## config.mk

```make
export PLATFORM = sky130hd
export DESIGN_NAME = psnl_lookup
export DESIGN_NICKNAME = d
export VERILOG_FILES = /design/src/design/prime_sieve_nth_lookup_top_defines.svh /design/src/design/psnl_pkg.sv /design/src/design/psnl_lookup.sv
export SDC_FILE = /design/constraint.sdc
export NUM_CORES = 2
export LEC_CHECK = 0
export BUFFER_PORTS_ARGS = -buffer_cell sky130_fd_sc_hd__buf_2
export CAP_MARGIN = 40
export CELL_PAD_IN_SITES_DETAIL_PLACEMENT = 1
export CELL_PAD_IN_SITES_GLOBAL_PLACEMENT = 1
export CORE_UTILIZATION = 45
export CTS_CLUSTER_SIZE = 28
export DETAILED_ROUTE_END_ITERATION = 10
export HOLD_SLACK_MARGIN = 0.08
export PLACE_DENSITY = 0.66
export SYNTH_ARGS = -nofsm -noshare
export SYNTH_HDL_FRONTEND = slang
export SYNTH_SLANG_ARGS = --single-unit
```

## constraint.sdc

```tcl
create_clock -name aclk -period 4.2 [get_ports aclk]
set_input_delay 0 -clock aclk [delete_from_list [all_inputs] [get_ports aclk]]
set_output_delay 0 -clock aclk [all_outputs]
set_load 0.01 [all_outputs]
```

## src/design/prime_sieve_nth_lookup_top_defines.svh

```systemverilog
// Assertion macros shared by the prime lookup design files.
// Needs a clock named aclk and an active-low reset named aresetn in the using module.
`ifndef PRIME_SIEVE_NTH_LOOKUP_TOP_DEFINES_SVH
`define PRIME_SIEVE_NTH_LOOKUP_TOP_DEFINES_SVH

// Consequent must hold in the same cycle as the antecedent.
`define PSNL_ASSERT_IMP(lbl, ante, cons, msg) \
    lbl: assert property (@(posedge aclk) disable iff (!aresetn) (ante) |-> (cons)) \
        else $error(msg);

// Consequent must hold in the cycle after the antecedent.
`define PSNL_ASSERT_NEXT(lbl, ante, cons, msg) \
    lbl: assert property (@(posedge aclk) disable iff (!aresetn) (ante) |=> (cons)) \
        else $error(msg);

`endif

```

## src/design/psnl_pkg.sv

```systemverilog
// Shared constants, widths and inter-module structs of the prime lookup block.
// No dependencies; imported by every module of the block.
package psnl_pkg;

    localparam int MAX_LIMIT   = 1023;
    localparam int PRIME_SLOTS = 256;
    localparam int LIMIT_RESET = 1000;
    localparam int FIRST_PRIME = 2;

    localparam int LIMIT_W = 10;
    localparam int INDEX_W = 9;
    localparam int VALUE_W = 10;
    localparam int TOTAL_W = 9;

    localparam int MAP_DEPTH = MAX_LIMIT + 1;
    localparam int MAP_AW    = $clog2(MAP_DEPTH);
    localparam int NUM_W     = MAP_AW + 1;
    localparam int SLOT_AW   = $clog2(PRIME_SLOTS);
    localparam int COUNT_W   = $clog2(PRIME_SLOTS + 1);

    localparam int S_TDATA_W = 16;
    localparam int M_TDATA_W = 24;
    localparam int M_PAD_W   = M_TDATA_W - VALUE_W - TOTAL_W;

    typedef struct packed {
        logic start;
    } build_ctrl_t;

    typedef struct packed {
        logic busy;
        logic done;
    } build_stat_t;

    typedef struct packed {
        logic               en;
        logic [SLOT_AW-1:0] addr;
        logic [VALUE_W-1:0] data;
    } table_wr_t;

endpackage

```

## src/design/psnl_lookup.sv

```systemverilog
// Prime table memory, query read and registered result word.
// Depends on psnl_pkg.
module psnl_lookup (
    input  logic                          aclk,
    input  logic                          aresetn,
    input  psnl_pkg::table_wr_t           tbl_wr,
    input  logic                          req_valid,
    input  logic [psnl_pkg::INDEX_W-1:0]  req_index,
    input  logic [psnl_pkg::COUNT_W-1:0]  count,
    output logic                          busy,
    output logic                          m_tvalid,
    input  logic                          m_tready,
    output logic [psnl_pkg::M_TDATA_W-1:0] m_tdata,  // prime_value, prime_total, zero pad
    output logic                          m_tuser   // found
);
    import psnl_pkg::*;

    logic [VALUE_W-1:0] table_mem [PRIME_SLOTS];
    logic [VALUE_W-1:0] rd_data_reg;
    logic               hit_reg;
    logic [TOTAL_W-1:0] total_reg;
    logic               pend_reg;

    logic               m_tvalid_reg;
    logic [VALUE_W-1:0] out_value_reg;
    logic               out_found_reg;
    logic [TOTAL_W-1:0] out_total_reg;

    logic [SLOT_AW-1:0] rd_addr;
    logic               hit;
    logic               load;

    // An index of zero wraps the address; the entry read is then masked by the miss.
    assign rd_addr = SLOT_AW'(req_index - INDEX_W'(1));
    assign hit     = (req_index != '0) && (32'(req_index) <= 32'(count));
    assign load    = pend_reg && (!m_tvalid_reg || m_tready);

    always_ff @(posedge aclk) begin
        if (tbl_wr.en) begin
            table_mem[tbl_wr.addr] <= tbl_wr.data;
        end
        if (req_valid) begin
            rd_data_reg <= table_mem[rd_addr];
        end
    end

    always_ff @(posedge aclk) begin
        if (!aresetn) begin
            pend_reg     <= 1'b0;
            m_tvalid_reg <= 1'b0;
        end else begin
            if (req_valid) begin
                hit_reg   <= hit;
                total_reg <= TOTAL_W'(count);
                pend_reg  <= 1'b1;
            end else if (load) begin
                pend_reg <= 1'b0;
            end
            if (load) begin
                m_tvalid_reg  <= 1'b1;
                out_value_reg <= hit_reg ? rd_data_reg : '0;
                out_found_reg <= hit_reg;
                out_total_reg <= total_reg;
            end else if (m_tready) begin
                m_tvalid_reg <= 1'b0;
            end
        end
    end

    assign busy     = pend_reg;
    assign m_tvalid = m_tvalid_reg;
    assign m_tdata  = {{M_PAD_W{1'b0}}, out_total_reg, out_value_reg};
    assign m_tuser  = out_found_reg;

endmodule

```

Yosys cells after proc, flatten, opt, wreduce, memory -nomap -nowiden. Memories as Yosys holds them, arrays and structs flattened. A register that Yosys moved wholly into a read port is not among the register bits. Cells that the tools add are included.

Memories: 1. Output and inout bits: 27. Word-level logic and storage cells: 25. Input port bits: 41. Bits in writable memories: 2560. Bits in registers: 32.

Memory list: table_mem (depth 256, width 10, read ports 1, clocked after memory_dff 1, write ports 1, RTL line psnl_lookup.sv:18) `logic [VALUE_W-1:0] table_mem [PRIME_SLOTS];`.

Muxes and demuxes: 6. $add $sub $neg: 1. Reduce and logical (&&, ||, !) cells: 9. Magnitude comparators: 1.

Operators by type and width (number): 9-bit <= comparator (1); 9-bit nonzero test (1); 8-bit by 1-bit subtractor with 8-bit output, second input constant (1); 1-bit 2-to-1 mux (6); 2-bit AND reduction (2); 2-bit nonzero test (2); 1-bit logical AND (2); 1-bit logical NOT (1); 1-bit logical OR (1).

Logic depth before layout (Yosys ltp).
Word-level depth: 5. Depth in mapped cells: 15. Gate-level depth less buffers: 10.

Least setup slack after synthesis. OpenSTA, ideal clock, no wires.

Kind: input -> register. Start: input port req_index[0] in the netlist's numbering. End: register rd_data_reg[0] (read register of table_mem), data pin. Stages on the path: 14. Path buffers: 8. Required time: 3925 ps. Data arrival time: 3444 ps. Setup time: 275 ps. Setup slack: 481 ps. Cells stage by stage: clkbuf_1 > buf_2 > buf_4 > buf_4 > inv_1 > ha_1 > buf_2 > clkbuf_1 > buf_1 > clkbuf_1 > mux4_2 > mux4_2 > a221oi_1 > o221ai_1.

Cells in the longest elaborated chain, start to end: 1.

RTL lines: from (decl) (RTL line psnl_lookup.sv:8) `input logic [psnl_pkg::INDEX_W-1:0] req_index,`; 8-bit by 1-bit subtractor with 8-bit output (RTL line psnl_lookup.sv:34) `assign rd_addr = SLOT_AW'(req_index - INDEX_W'(1));`; to (decl) (RTL line psnl_lookup.sv:19) `logic [VALUE_W-1:0] rd_data_reg;`.

No other way between the ends. A chain may end at the register's enable or synchronous reset.

==> impl_metrics.ini <==
[placed_design]
place_area_um2 = 106400
io_buffers = 62
dp.cells = 7313
dp_hpwl_um = 156300
gp_congestion = 0.8050
pre_cts_ws_ns = 0.1618

[logic_synthesis]
syn_inst = 4157
yosys_warnings = 0
ys_types = 31
yosysSeqAreaShare_pct = 78.14
avgSynthCellArea_um2 = 24.05
synth_seq_cells = 2602
syn-cell-area_um2 = 99960

[finish]
largest_reg_flops = 2560
instances_no_fill = 7851
final_cell_mix = edfxtp_1 (2600), mux4_2 (800), buf_4 (320)
syn_to_final_growth_pct = 15.40
drive_gt1_share_pct = 32.72
design_area_um2 = 115400
ff_latch_area_um2 = 78110
final_common_cell = edfxtp_1
nets = 4753
multi_input_area_um2 = 20760
fillers = 18810

[drt]
vias_per_cell = 6.004
vias = 47140
ant_nets = 0
drt-met1-wl_um = 107700
wl_met3_um = 18070
drtIter0Drc = 5188
wl_met2_um = 125800
wl_per_cell_um = 32.85
drc = 0
first_pass_iters = 5
wl_um = 257900
routed.top_layer = met4

[power]
power.internal_mw = 43.38
fin_total_pwr_mw = 55.40
combPwrFrac_pct = 6.7
p_sw_share_pct = 21.69
pwr-share-clk_pct = 41.5
power_density_nw_per_um2 = 480.3
p_switching_mw = 12.02
irDropWorstVdd_uv = 318.5
p_leak_nw = 36.05
p_seq_share_pct = 51.8

[hold_path]
whs_path_depth = 2
holdCritStartpoint = tbl_wr[8]
hold_class = in -> reg

[timing]
final-hold-violation-count = 0
rsz0062_at_grt = no
finalSetupViolations = 0
drv_slew = 0
fin_crit_ns = 3.557
relSlewSlack_pct = 25.43
worst_slack_ns = 0.6432
fmax_mhz = 281.1
post-route-period-util_pct = 84.69
setup-tns-final_ns = 0
worstMarginPinSlew_ns = 1.119
finClkSkew_ns = 0.06418

[floorplan]
die_h_um = 473.3
die_x_um = 473.3
rows = 172
die-area_um2 = 224000
start_util_pct = 45.41
coreArea_um2 = 220200
num_io_pins = 68

[worst_setup_path]
arrival_ns = 4.25
r2r_start = table_mem[63][8]$_DFFE_PP_
crit_type = reg -> reg
critical_path_required_ns = 4.89
crit_fanout = 1
cp-start-kind = register
cp-end-kind = register
r2r_cells = 8
cp-startpoint = table_mem[63][8]$_DFFE_PP_

[cts]
clk_path_buf_depth = 4
cts_tree = done
cts.root.buffer_cell = clkbuf_16
cts_htree_levels = 5
clk_pin_slew_ns = 0.06
clock_latency_ns = 0.94
cts_sinks = 2602
numCtsBuffers = 286
postCtsSetupBuffers = 0

[global_routing]
grt_max_degree = 145
grt_pass1_vias = 49050
grt_pass1_wl_um = 367800
grt_use_total_pct = 23.23
grt_antenna_before_repair = 8
gr-total-overflow = 0

[flow_run]
max-cap-violations = 0

[run_status]
status = completed
[final timing paths]
kind,end,slack (ns)
max reg2reg,rd_data_reg[8]$_DFFE_PP_,0.64
min,table_mem[224][8]$_DFFE_PP_,0.14
max,rd_data_reg[8]$_DFFE_PP_,0.64
min reg2reg,out_total_reg[3]$_DFFE_PP_,0.42
[critical path, stage by stage (launching register included)]
cell	delay (ns)
edfxtp_1	0.37
mux4_2	0.54
mux4_2	0.48
a22oi_1	0.29
nand2_1	0.33
a22oi_1	0.41
buf_4	0.20
o221ai_1	0.11
dlygate4sd3_1	0.60
[layer usage]
layer / up-vias / global-route usage, %
li1: 18950 / -
met1: 25890 / 33.24
met2: 1948 / 37.23
met3: 355 / 3.965
met4: 0 / 6.082
met5: - / 0
[logic make-up (layout without fill, tap and decap cells)]
| family | after synthesis | count (layout) | synth area share, % |
|---|---|---|---|
| simple gates | 374 | 374 | 1.532 |
| fa+ha+maj | 10 | 10 | 0.1252 |
| flops | 2602 | 2602 | 78.14 |
| compound gates | 110 | 110 | 0.8799 |
| mux | 800 | 800 | 18.02 |
| xor+xnor | 9 | 9 | 0.07886 |
| other cells | 1 | 8 | 0.003751 |
| buf+inv | 251 | 980 | 1.212 |
[power groups by stage]
stage               clock network [mW]  logic [mW]  registers (mW)
detailed placement                   0        3.71            29.2
global placement                     0        3.64            29.2
global route                      24.3        3.88            28.7
finish                            23.0        3.72            28.7
CTS                               23.4        3.77            28.7
floorplan                            0        2.01            29.2
[cells in the mapped netlist]
| master | instances | share of area (%) |
|---|---|---|
| a21oi_1 | 3 | 0.015 |
| a221oi_1 | 20 | 0.18 |
| a22o_1 | 20 | 0.18 |
| a22oi_1 | 50 | 0.38 |
| a31oi_1 | 1 | 0.0063 |
| and2_1 | 11 | 0.069 |
| buf_1 | 5 | 0.019 |
| buf_2 | 50 | 0.25 |
| buf_4 | 25 | 0.19 |
| buf_6 | 15 | 0.17 |
| clkbuf_1 | 145 | 0.54 |
| conb_1 | 1 | 0.0038 |
| dfxtp_1 | 2 | 0.040 |
| edfxtp_1 | 2600 | 78 |
| ha_1 | 10 | 0.13 |
| inv_1 | 11 | 0.041 |
| mux4_2 | 800 | 18 |
| nand2_1 | 42 | 0.16 |
| nand3_1 | 23 | 0.12 |
| nand3b_1 | 2 | 0.015 |
| nand4_1 | 10 | 0.063 |
| nor2_1 | 270 | 1.0 |
| nor2b_1 | 11 | 0.069 |
| nor3_1 | 2 | 0.010 |
| nor3b_1 | 1 | 0.0075 |
| nor4_1 | 2 | 0.013 |
| o211ai_1 | 1 | 0.0075 |
| o21a_1 | 5 | 0.038 |
| o221ai_1 | 10 | 0.088 |
| xnor2_1 | 6 | 0.053 |
| xor2_1 | 3 | 0.026 |
[final cells by class]
type | instances | share of cell area (%)
timing repair buffer | 493 | 3.802
sequential | 2602 | 67.72
antenna | 3 | 0.006508
clock inverter | 104 | 0.6595
inverter | 11 | 0.03579
multi-input combinational | 1308 | 17.99
clock buffer | 372 | 6.576
tap | 2958 | 3.208
[what timing repair did]
action / in CTS / in global routing
hold buffers: 58 / 0
endpoints found under the hold margin: 3302 / 0
resized for setup: 0 / 0
setup endpoints to repair: 0 / 0
[per-stage QoR]
stage          hold WS [ns]  utilization, %
2_1_floorplan       0.09887               -
3_3_place_gp         0.1959           48.02
3_5_place_dp         0.2005           48.33
4_1_cts              0.1096           52.39
5_1_grt              0.1505           52.39
6_report             0.1357           52.40
(Power assumes the default switching activity.)
