[config.mk]
export PLATFORM = sky130hd
export DESIGN_NAME = psnl_sieve
export DESIGN_NICKNAME = d
export VERILOG_FILES = /design/src/design/psnl_pkg.sv /design/src/design/psnl_sieve.sv
export VERILOG_INCLUDE_DIRS = /design/src /design/src/design
export SDC_FILE = /design/constraint.sdc
export NUM_CORES = 2
export LEC_CHECK = 0
export ABC_AREA = 1
export BUFFER_PORTS_ARGS = -buffer_cell sky130_fd_sc_hd__buf_2
export CAP_MARGIN = 20
export CORE_MARGIN = 4
export CORE_UTILIZATION = 43
export CTS_CLUSTER_SIZE = 16
export DETAILED_ROUTE_END_ITERATION = 12
export PLACE_DENSITY = 0.61
export SYNTH_ARGS = -nofsm -noshare
export SYNTH_HDL_FRONTEND = slang
export SYNTH_SLANG_ARGS = --single-unit
[constraint.sdc]
create_clock -name aclk -period 15.3 [get_ports aclk]
set_input_delay 0.765 -clock aclk [delete_from_list [all_inputs] [get_ports aclk]]
set_output_delay 0.765 -clock aclk [all_outputs]
set_load 0.02 [all_outputs]
[src/design/prime_sieve_nth_lookup_top_defines.svh]
// Assertion macros shared by the prime lookup design files.
// Needs a clock named aclk and an active-low reset named aresetn in the using module.
`ifndef PRIME_SIEVE_NTH_LOOKUP_TOP_DEFINES_SVH
`define PRIME_SIEVE_NTH_LOOKUP_TOP_DEFINES_SVH

// Consequent must hold in the same cycle as the antecedent.
`define PSNL_ASSERT_IMP(lbl, ante, cons, msg) \
    lbl: assert property (@(posedge aclk) disable iff (!aresetn) (ante) |-> (cons)) \
        else $error(msg);

// Consequent must hold in the cycle after the antecedent.
`define PSNL_ASSERT_NEXT(lbl, ante, cons, msg) \
    lbl: assert property (@(posedge aclk) disable iff (!aresetn) (ante) |=> (cons)) \
        else $error(msg);

`endif

[src/design/psnl_pkg.sv]
// Shared constants, widths and inter-module structs of the prime lookup block.
// No dependencies; imported by every module of the block.
package psnl_pkg;

    localparam int MAX_LIMIT   = 1023;
    localparam int PRIME_SLOTS = 256;
    localparam int LIMIT_RESET = 1000;
    localparam int FIRST_PRIME = 2;

    localparam int LIMIT_W = 10;
    localparam int INDEX_W = 9;
    localparam int VALUE_W = 10;
    localparam int TOTAL_W = 9;

    localparam int MAP_DEPTH = MAX_LIMIT + 1;
    localparam int MAP_AW    = $clog2(MAP_DEPTH);
    localparam int NUM_W     = MAP_AW + 1;
    localparam int SLOT_AW   = $clog2(PRIME_SLOTS);
    localparam int COUNT_W   = $clog2(PRIME_SLOTS + 1);

    localparam int S_TDATA_W = 16;
    localparam int M_TDATA_W = 24;
    localparam int M_PAD_W   = M_TDATA_W - VALUE_W - TOTAL_W;

    typedef struct packed {
        logic start;
    } build_ctrl_t;

    typedef struct packed {
        logic busy;
        logic done;
    } build_stat_t;

    typedef struct packed {
        logic               en;
        logic [SLOT_AW-1:0] addr;
        logic [VALUE_W-1:0] data;
    } table_wr_t;

endpackage

[src/design/psnl_sieve.sv]
// Sieve engine: clears the composite bitmap, strikes out multiples and compacts the primes.
// Depends on psnl_pkg and the assertion macro header.
`include "prime_sieve_nth_lookup_top_defines.svh"

module psnl_sieve (
    input  logic                          aclk,
    input  logic                          aresetn,
    input  psnl_pkg::build_ctrl_t         ctrl,
    input  logic [psnl_pkg::LIMIT_W-1:0]  limit,
    output psnl_pkg::build_stat_t         stat,
    output psnl_pkg::table_wr_t           tbl_wr,
    output logic [psnl_pkg::COUNT_W-1:0]  count
);
    import psnl_pkg::*;

    typedef enum logic [2:0] {
        S_IDLE, S_CLEAR, S_PTEST, S_PREAD, S_MARK, S_CREAD, S_CCHECK, S_DONE
    } state_t;

    state_t               state_reg;
    logic [MAP_AW-1:0]    lim_reg;
    logic [MAP_AW-1:0]    clr_reg;
    logic [NUM_W-1:0]     p_reg;
    logic [NUM_W-1:0]     sq_reg;
    logic [NUM_W-1:0]     k_reg;
    logic [NUM_W-1:0]     n_reg;
    logic [COUNT_W-1:0]   count_reg;

    logic                 map_mem [MAP_DEPTH];
    logic                 map_rdata_reg;

    logic                 map_we;
    logic [MAP_AW-1:0]    map_waddr;
    logic                 map_wdata;
    logic                 map_re;
    logic [MAP_AW-1:0]    map_raddr;

    logic [MAP_AW-1:0]    lim_clamp;
    logic [NUM_W-1:0]     lim_ext;
    logic [NUM_W-1:0]     sq_next;

    assign lim_clamp = (32'(limit) > MAX_LIMIT) ? MAP_AW'(MAX_LIMIT) : MAP_AW'(limit);
    assign lim_ext   = NUM_W'(lim_reg);
    // (p+1)^2 from p^2 without a multiplier.
    assign sq_next   = sq_reg + (p_reg << 1) + NUM_W'(1);

    // The sequencer issues one access per state, so a read never overlaps a pending
    // write to the same entry and no forwarding is needed.
    always_comb begin
        map_we    = 1'b0;
        map_waddr = clr_reg;
        map_wdata = 1'b0;
        map_re    = 1'b0;
        map_raddr = p_reg[MAP_AW-1:0];
        unique case (state_reg)
            S_CLEAR: begin
                map_we = 1'b1;
            end
            S_PTEST: begin
                map_re = (sq_reg <= lim_ext);
            end
            S_MARK: begin
                map_we    = (k_reg <= lim_ext);
                map_waddr = k_reg[MAP_AW-1:0];
                map_wdata = 1'b1;
            end
            S_CREAD: begin
                map_re    = (n_reg <= lim_ext);
                map_raddr = n_reg[MAP_AW-1:0];
            end
            default: begin
            end
        endcase
    end

    always_ff @(posedge aclk) begin
        if (map_we) begin
            map_mem[map_waddr] <= map_wdata;
        end
        if (map_re) begin
            map_rdata_reg <= map_mem[map_raddr];
        end
    end

    assign tbl_wr.en   = (state_reg == S_CCHECK) && !map_rdata_reg
                         && (count_reg < COUNT_W'(PRIME_SLOTS));
    assign tbl_wr.addr = count_reg[SLOT_AW-1:0];
    assign tbl_wr.data = VALUE_W'(n_reg);

    assign stat.busy = (state_reg != S_IDLE);
    assign stat.done = (state_reg == S_DONE);
    assign count     = count_reg;

    always_ff @(posedge aclk) begin
        if (!aresetn) begin
            state_reg <= S_IDLE;
            count_reg <= '0;
        end else begin
            unique case (state_reg)
                S_IDLE: begin
                    if (ctrl.start) begin
                        lim_reg   <= lim_clamp;
                        clr_reg   <= '0;
                        count_reg <= '0;
                        state_reg <= S_CLEAR;
                    end
                end
                S_CLEAR: begin
                    if (clr_reg == MAP_AW'(MAX_LIMIT)) begin
                        p_reg     <= NUM_W'(FIRST_PRIME);
                        sq_reg    <= NUM_W'(FIRST_PRIME * FIRST_PRIME);
                        state_reg <= S_PTEST;
                    end else begin
                        clr_reg <= clr_reg + MAP_AW'(1);
                    end
                end
                S_PTEST: begin
                    if (sq_reg <= lim_ext) begin
                        state_reg <= S_PREAD;
                    end else begin
                        n_reg     <= NUM_W'(FIRST_PRIME);
                        state_reg <= S_CREAD;
                    end
                end
                S_PREAD: begin
                    if (map_rdata_reg) begin
                        p_reg     <= p_reg + NUM_W'(1);
                        sq_reg    <= sq_next;
                        state_reg <= S_PTEST;
                    end else begin
                        k_reg     <= sq_reg;
                        state_reg <= S_MARK;
                    end
                end
                S_MARK: begin
                    if (k_reg <= lim_ext) begin
                        k_reg <= k_reg + p_reg;
                    end else begin
                        p_reg     <= p_reg + NUM_W'(1);
                        sq_reg    <= sq_next;
                        state_reg <= S_PTEST;
                    end
                end
                S_CREAD: begin
                    if (n_reg <= lim_ext) begin
                        state_reg <= S_CCHECK;
                    end else begin
                        state_reg <= S_DONE;
                    end
                end
                S_CCHECK: begin
                    if (tbl_wr.en) begin
                        count_reg <= count_reg + COUNT_W'(1);
                    end
                    n_reg     <= n_reg + NUM_W'(1);
                    state_reg <= S_CREAD;
                end
                S_DONE: begin
                    state_reg <= S_IDLE;
                end
            endcase
        end
    end

    `PSNL_ASSERT_IMP(a_tbl_room, tbl_wr.en, count_reg < COUNT_W'(PRIME_SLOTS), "table overrun")
    `PSNL_ASSERT_IMP(a_mark_range, (state_reg == S_MARK) && map_we, k_reg <= lim_ext, "mark beyond limit")
    `PSNL_ASSERT_NEXT(a_start_clear, (state_reg == S_IDLE) && ctrl.start, state_reg == S_CLEAR, "build did not start with a clear")

endmodule

# ---- Yosys cells after proc, flatten, opt, wreduce, memory -nomap -nowiden
# Memories as Yosys holds them, arrays and structs flattened. A register that Yosys moved wholly into a read port is not among the register bits.
# Index checks and enable logic that the tools add are counted.
dict set report op_classes {
  n_reduce_logical 17
  n_mux 33
  n_lt_le_gt_ge 4
  n_addsub 7
  n_eq_ne 17
}
# op count
set op_table {}
lappend op_table {{2-to-1 mux 11 bit} 9}
lappend op_table {{case mux 11 bit (3 select lines)} 2}
lappend op_table {{case mux 11 bit (2 select lines)} 2}
lappend op_table {{2-to-1 mux 10 bit} 4}
lappend op_table {{adder 11 x 1 -> 11 bit (second input constant)} 3}
lappend op_table {{<= comparator 11 x 10 -> 1 bit} 3}
lappend op_table {{case mux 3 bit (8 select lines)} 1}
lappend op_table {{adder 11 bit} 2}
lappend op_table {{case mux 10 bit (2 select lines)} 1}
lappend op_table {{2-to-1 mux 9 bit} 2}
lappend op_table {{!= test 2 bit (second input constant)} 9}
lappend op_table {{case mux 9 bit (2 select lines)} 1}
lappend op_table {{2-to-1 mux 3 bit} 5}
lappend op_table {{equality test 3 bit (second input constant)} 4}
lappend op_table {{AND reduction 3 bit} 4}
lappend op_table {{adder 10 x 1 -> 10 bit (second input constant)} 1}
lappend op_table {{equality test 10 bit (second input constant)} 1}
lappend op_table {{adder 9 x 1 -> 9 bit (second input constant)} 1}
lappend op_table {{less-than comparator 9 bit (second input constant)} 1}
lappend op_table {{AND reduction 4 bit} 2}
lappend op_table {{nonzero test 2 bit} 4}
lappend op_table {{equality test 3 x 2 -> 1 bit (second input constant)} 2}
lappend op_table {{nonzero test 3 bit} 2}
lappend op_table {{AND reduction 5 bit} 1}
lappend op_table {{6 further kinds} 11}
dict set report totals {
  ff_bits 76
  word_cells 87
  mem_count 1
  mem_bits_rw 1024
  out_inout_bits 30
}
# name depth width read_ports rd_ports_with_merged_regs wr line_no
set mem_list {}
lappend mem_list {map_mem 1024 1 1 1 1 psnl_sieve.sv:29} ;# logic map_mem [MAP_DEPTH];

# ---- Logic depth before layout (Yosys ltp)
dict set report logic_depth {
  word_depth 5
  mapped_depth 18
}

# ---- Least setup slack after synthesis
# OpenSTA, ideal clock, no wires.
dict set report synth_timing {
  path_type {register to register}
  start {reg state_reg[2]}
  end {reg p_reg[0], enable pin}
  path_slack_ns 3.894
  arrival_time_ns 10.978
  synth_period_minus_slack_ns 11.406
  stages_incl_launch_ff 9
  path_cell_list {dfxtp_1 -> inv_2 -> nor2_4 -> inv_2 -> buf_2 -> clkbuf_1 -> nand2_1 -> o21ai_0 -> nor3_1}
}
dict set report synth_between {
  elab_chain_len 3
  elab_cells_between_ends 8
  classes_between {eq/ne (6); reduce/logical (2)}
}
# item line_no
set synth_rtl {}
lappend synth_rtl {{start, declared} psnl_sieve.sv:20} ;# state_t state_reg;
lappend synth_rtl {{start signal, assigned} psnl_sieve.sv:96} ;# state_reg <= S_IDLE;
lappend synth_rtl {{start signal, assigned} psnl_sieve.sv:105} ;# state_reg <= S_CLEAR;
lappend synth_rtl {{start signal, assigned} psnl_sieve.sv:112} ;# state_reg <= S_PTEST;
lappend synth_rtl {{equality test 3 x 2 -> 1 bit, or another cell as far along} psnl_sieve.sv:99} ;# unique case (state_reg)
lappend synth_rtl {{!= test 2 bit (no line) or nonzero test 3 bit (tied branches)} --}
lappend synth_rtl {{AND reduction 5 bit (no line) (*)} --}
lappend synth_rtl {{end signal, assigned} psnl_sieve.sv:110} ;# p_reg <= NUM_W'(FIRST_PRIME);
lappend synth_rtl {{end signal, assigned} psnl_sieve.sv:127} ;# p_reg <= p_reg + NUM_W'(1);
lappend synth_rtl {{end signal, assigned} psnl_sieve.sv:139} ;# p_reg <= p_reg + NUM_W'(1);
lappend synth_rtl {{end, declared} psnl_sieve.sv:23} ;# logic [NUM_W-1:0] p_reg;
# Mark *: on every way between the ends. The rest lies on a longest branch, timed or not.
# A chain may end at the register's enable or synchronous reset.

# ---- Final worst setup path
dict set report layout_timing {
  start {reg state_reg[1]}
  end {reg map_rdata_reg (read register of map_mem), data pin}
}
dict set report layout_between {
  elab_chain_len 2
  elab_cells_between_ends 4
  classes_between {eq/ne (2); mux (2)}
}
# item line_no
set layout_rtl {}
lappend layout_rtl {{equality test 3 bit or equality test 3 x 2 -> 1 bit (tied branches)} psnl_sieve.sv:55} ;# unique case (state_reg)
lappend layout_rtl {{case mux 1 bit (2 select lines) or 2-to-1 mux 10 bit (tied branches)} psnl_sieve.sv:55}
lappend layout_rtl {{end, declared} psnl_sieve.sv:30} ;# logic map_rdata_reg;
# Parallel ways exist; a longest one is shown, timed or not.

==> flow_metrics.env <==
export IMPL_vdd_drop_max_v=0.000107
export IMPL_post_drt_wl_per_cell_um=21.4
export IMPL_grt_pass1_vias=37591
export IMPL_synth_top_cell_area_share_pct=61.2
export IMPL_power_frac_clock_pct=32.8
export IMPL_ios=43
export IMPL_crit_family="simple AND/OR/NAND/NOR gates"
export IMPL_syn_avg_cell_area_um2=9.26
export IMPL_timing_rr_end="map_rdata_reg"
export IMPL_htreeDepth=3
export IMPL_synth_edff_count=1089
export IMPL_synth_most_common_cell="nand2_1"
export IMPL_end_kind="register"
export IMPL_ff_latch_area_mm2=0.0329
export IMPL_tns_ps=0
export IMPL_clk_pin_slew_ps=60
export IMPL_final_nets=5674
export IMPL_grt_antenna_before_repair=0
export IMPL_crit_fanout=80
export IMPL_gp_congestion=0.819
export IMPL_vias=40071
export IMPL_multi_input_area_mm2=0.0163
export IMPL_post_drt_via_cell_ratio=5.46
export IMPL_drv_slew=0
export IMPL_worstPathArrival_ps=6270
export IMPL_pwr_share_comb_pct=25.1
export IMPL_drc=0
export IMPL_reg2regPathDepth=18
export IMPL_yosysSeqAreaShare_pct=61.7
export IMPL_cts_root_buffer_cell="clkbuf_16"
export IMPL_die_h_um=360
export IMPL_fmax_mhz=172
export IMPL_synth_nets=5837
export IMPL_place_hpwl_um=78500
export IMPL_die_w_um=360
export IMPL_hold_depth=1
export IMPL_ys_top_cells_by_area="edfxtp_1, nand2_1, nor2_1, nand3_1, inv_1"
export IMPL_whs_endpoint="lim_reg[6]"
export IMPL_slowest_delay_ps=790
export IMPL_netlist_area_mm2=0.0534
export IMPL_fill_cells=11578
export IMPL_synth_top_area_cell="edfxtp_1"
export IMPL_pre_cts_ws_ps=9670
export IMPL_period_share_pct=37.9
export IMPL_period_minus_slack_ps=5800
export IMPL_crit_required_ps=15760
export IMPL_grt_pass1_wl_um=234000
export IMPL_grtUsageTotal_pct=23.5
export IMPL_cts_sink_count=1101
export IMPL_grt_start_max_net_pins=271
export IMPL_seqPwrFrac_pct=42.2
export IMPL_regMostFlops="map_mem"
export IMPL_holdCritStartpoint="limit[6]"
export IMPL_start_util_pct=43.2
export IMPL_path_class="reg -> reg"
export IMPL_path_cells="inv_1 -> nand3_2 -> nand2_2 -> nand2_4 -> buf_4 -> buf_4 -> buf_4 -> nand2_1 -> nand3_1 -> nand3_1 -> nand3_1 -> nand3_1 -> nand3_1 -> nand3_1 -> nand3_1 -> nand3_1 -> nand3_1 -> nand2_1"
export IMPL_worst_skew_pair_late_latency_ps=710
export IMPL_ys_top_cells_by_count="nand2_1, nor2_1, edfxtp_1"
export IMPL_p_leak_nw=22.1
export IMPL_cts_max_path_buffers=3
export IMPL_ant_nets=0
export IMPL_crit_path_frequent_cell="nand3_1"
export IMPL_yosys_most_used_dff="edfxtp_1"
export IMPL_synthCells=5769
export IMPL_rrSetupSlack_ps=9500
export IMPL_cp_start_kind="register"
export IMPL_crit_buf_inv=4
export IMPL_die_area_mm2=0.130
export IMPL_synthArstFlopShare_pct=0
export IMPL_drive_gt1_share_pct=6.42
export IMPL_status="finished clean"
export IMPL_finalWirelength_um=157000
export IMPL_switching_share_pct=33.5
export IMPL_r2r_start="state_reg[1]"
export IMPL_grt_ovfl_total=0
export IMPL_hold_viol_final=0
export IMPL_power_density_mw_per_mm2=142
export IMPL_first_iter_violations=4674
export IMPL_drt_pass1_iterations=6
export IMPL_cts_tree="built"
export IMPL_grt_setup_unrepaired="no"
export IMPL_switchingPower_mw=2.80
export IMPL_setup_viol=0
export IMPL_hold_buffers=0
export IMPL_syn_to_final_growth_pct=10.2
export IMPL_post_cts_resized=0
export IMPL_worstMarginPinSlew_ps=1150
export IMPL_cts_setup_buffers=0
export IMPL_synth_warnings=0
export IMPL_rows=129
export IMPL_core_area_mm2=0.123
export IMPL_hold_ws_ps=236
export IMPL_ys_ff_latch=1101
export IMPL_cts_buffers=116
export IMPL_largest_reg_flops=1024
export IMPL_drv_cap=0
export IMPL_setup_slack_ps=9500
export IMPL_finalClockSkew_ps=15.1
export IMPL_min_path_type="in -> reg"
export IMPL_port_buffers=42
export IMPL_synth_distinct_cells=41
export IMPL_cp_slowest_cell="buf_4"
export IMPL_slew_limit_headroom_pct=23.3
export IMPL_p_int_mw=5.57
worst max-delay path by stage:
stage | startpoint | to | slack (ps) | cells after the start
detailed placement | state_reg[1] | map_rdata_reg | 9670 | 18
finish | state_reg[1] | map_rdata_reg | 9500 | 18
global route | state_reg[1] | map_rdata_reg | 9120 | 18
floorplan | state_reg[2] | p_reg[0] | 3890 | 8
CTS | state_reg[1] | map_rdata_reg | 9660 | 18
global placement | state_reg[1] | map_rdata_reg | 9830 | 18
metal layers:
layer	vias to the layer above	share of wire [%]	GRT usage (%)
met3	303	8.4	3.12
met4	0	4.0	9.11
li1	18580	-	-
met2	1719	47	39.1
met5	-	0	0
met1	19469	40	31.6
cell type report:
| type | instances | area share (%) |
|---|---|---|
| Antenna cell | 2 | 0.00850 |
| Clock buffer | 152 | 5.27 |
| Clock inverter | 60 | 0.878 |
| Inverter | 646 | 4.13 |
| Multi-Input combinational cell | 3592 | 27.7 |
| Sequential cell | 1101 | 56.0 |
| Tap cell | 1637 | 3.48 |
| Timing Repair Buffer | 149 | 2.57 |
power groups by stage:
stage               registers, mW  clock network, mW  logic, mW
CTS                          3.53               2.78       2.02
finish                       3.53               2.74       2.10
floorplan                    3.64                  0       1.32
detailed placement           3.60                  0       2.01
global route                 3.54               2.91       2.27
global placement             3.60                  0       1.99
cell families (layout without fill, tap and decap cells):
kind of cell / after synthesis / count (layout) / synth area share, %
adders and majority gates: 55 / 55 / 1.32
AOI/OAI and AO/OA: 321 / 321 / 3.93
buffers and inverters: 1076 / 1007 / 8.07
other: 0 / 2 / 0
DFF: 1101 / 1101 / 61.7
xor gates and xnor gates: 16 / 16 / 0.262
and+or+nand+nor: 3200 / 3200 / 24.7
cells in the final DEF (no fill, tap or decap), drive strengths merged, types with 2 or more instances in the layout:
cell type,count
a211oi,3
a21o,3
a21oi,52
a31oi,3
and3,2
buf,149
bufinv,9
clkbuf,152
clkinv,48
dfxtp,12
diode,2
edfxtp,1089
fa,2
ha,53
inv,649
nand2,1222
nand3,731
nand3b,44
nand4,5
nor2,1161
nor3,20
nor3b,3
nor4,2
o211ai,171
o21a,6
o21ai,77
o21bai,4
or2,7
xnor2,2
xor2,14
stage by stage:
stage	utilization (%)	instance area, um2	power, mW	cells
after CTS	47.2	58300	8.33	7314
after global routing	47.7	58900	8.72	7337
after detailed placement	44.3	54700	5.61	7102
final	47.7	58900	8.38	7339
after floorplan	-	53400	4.96	5769
after global placement	44.3	54700	5.59	7102
(Power assumes the default switching activity.)
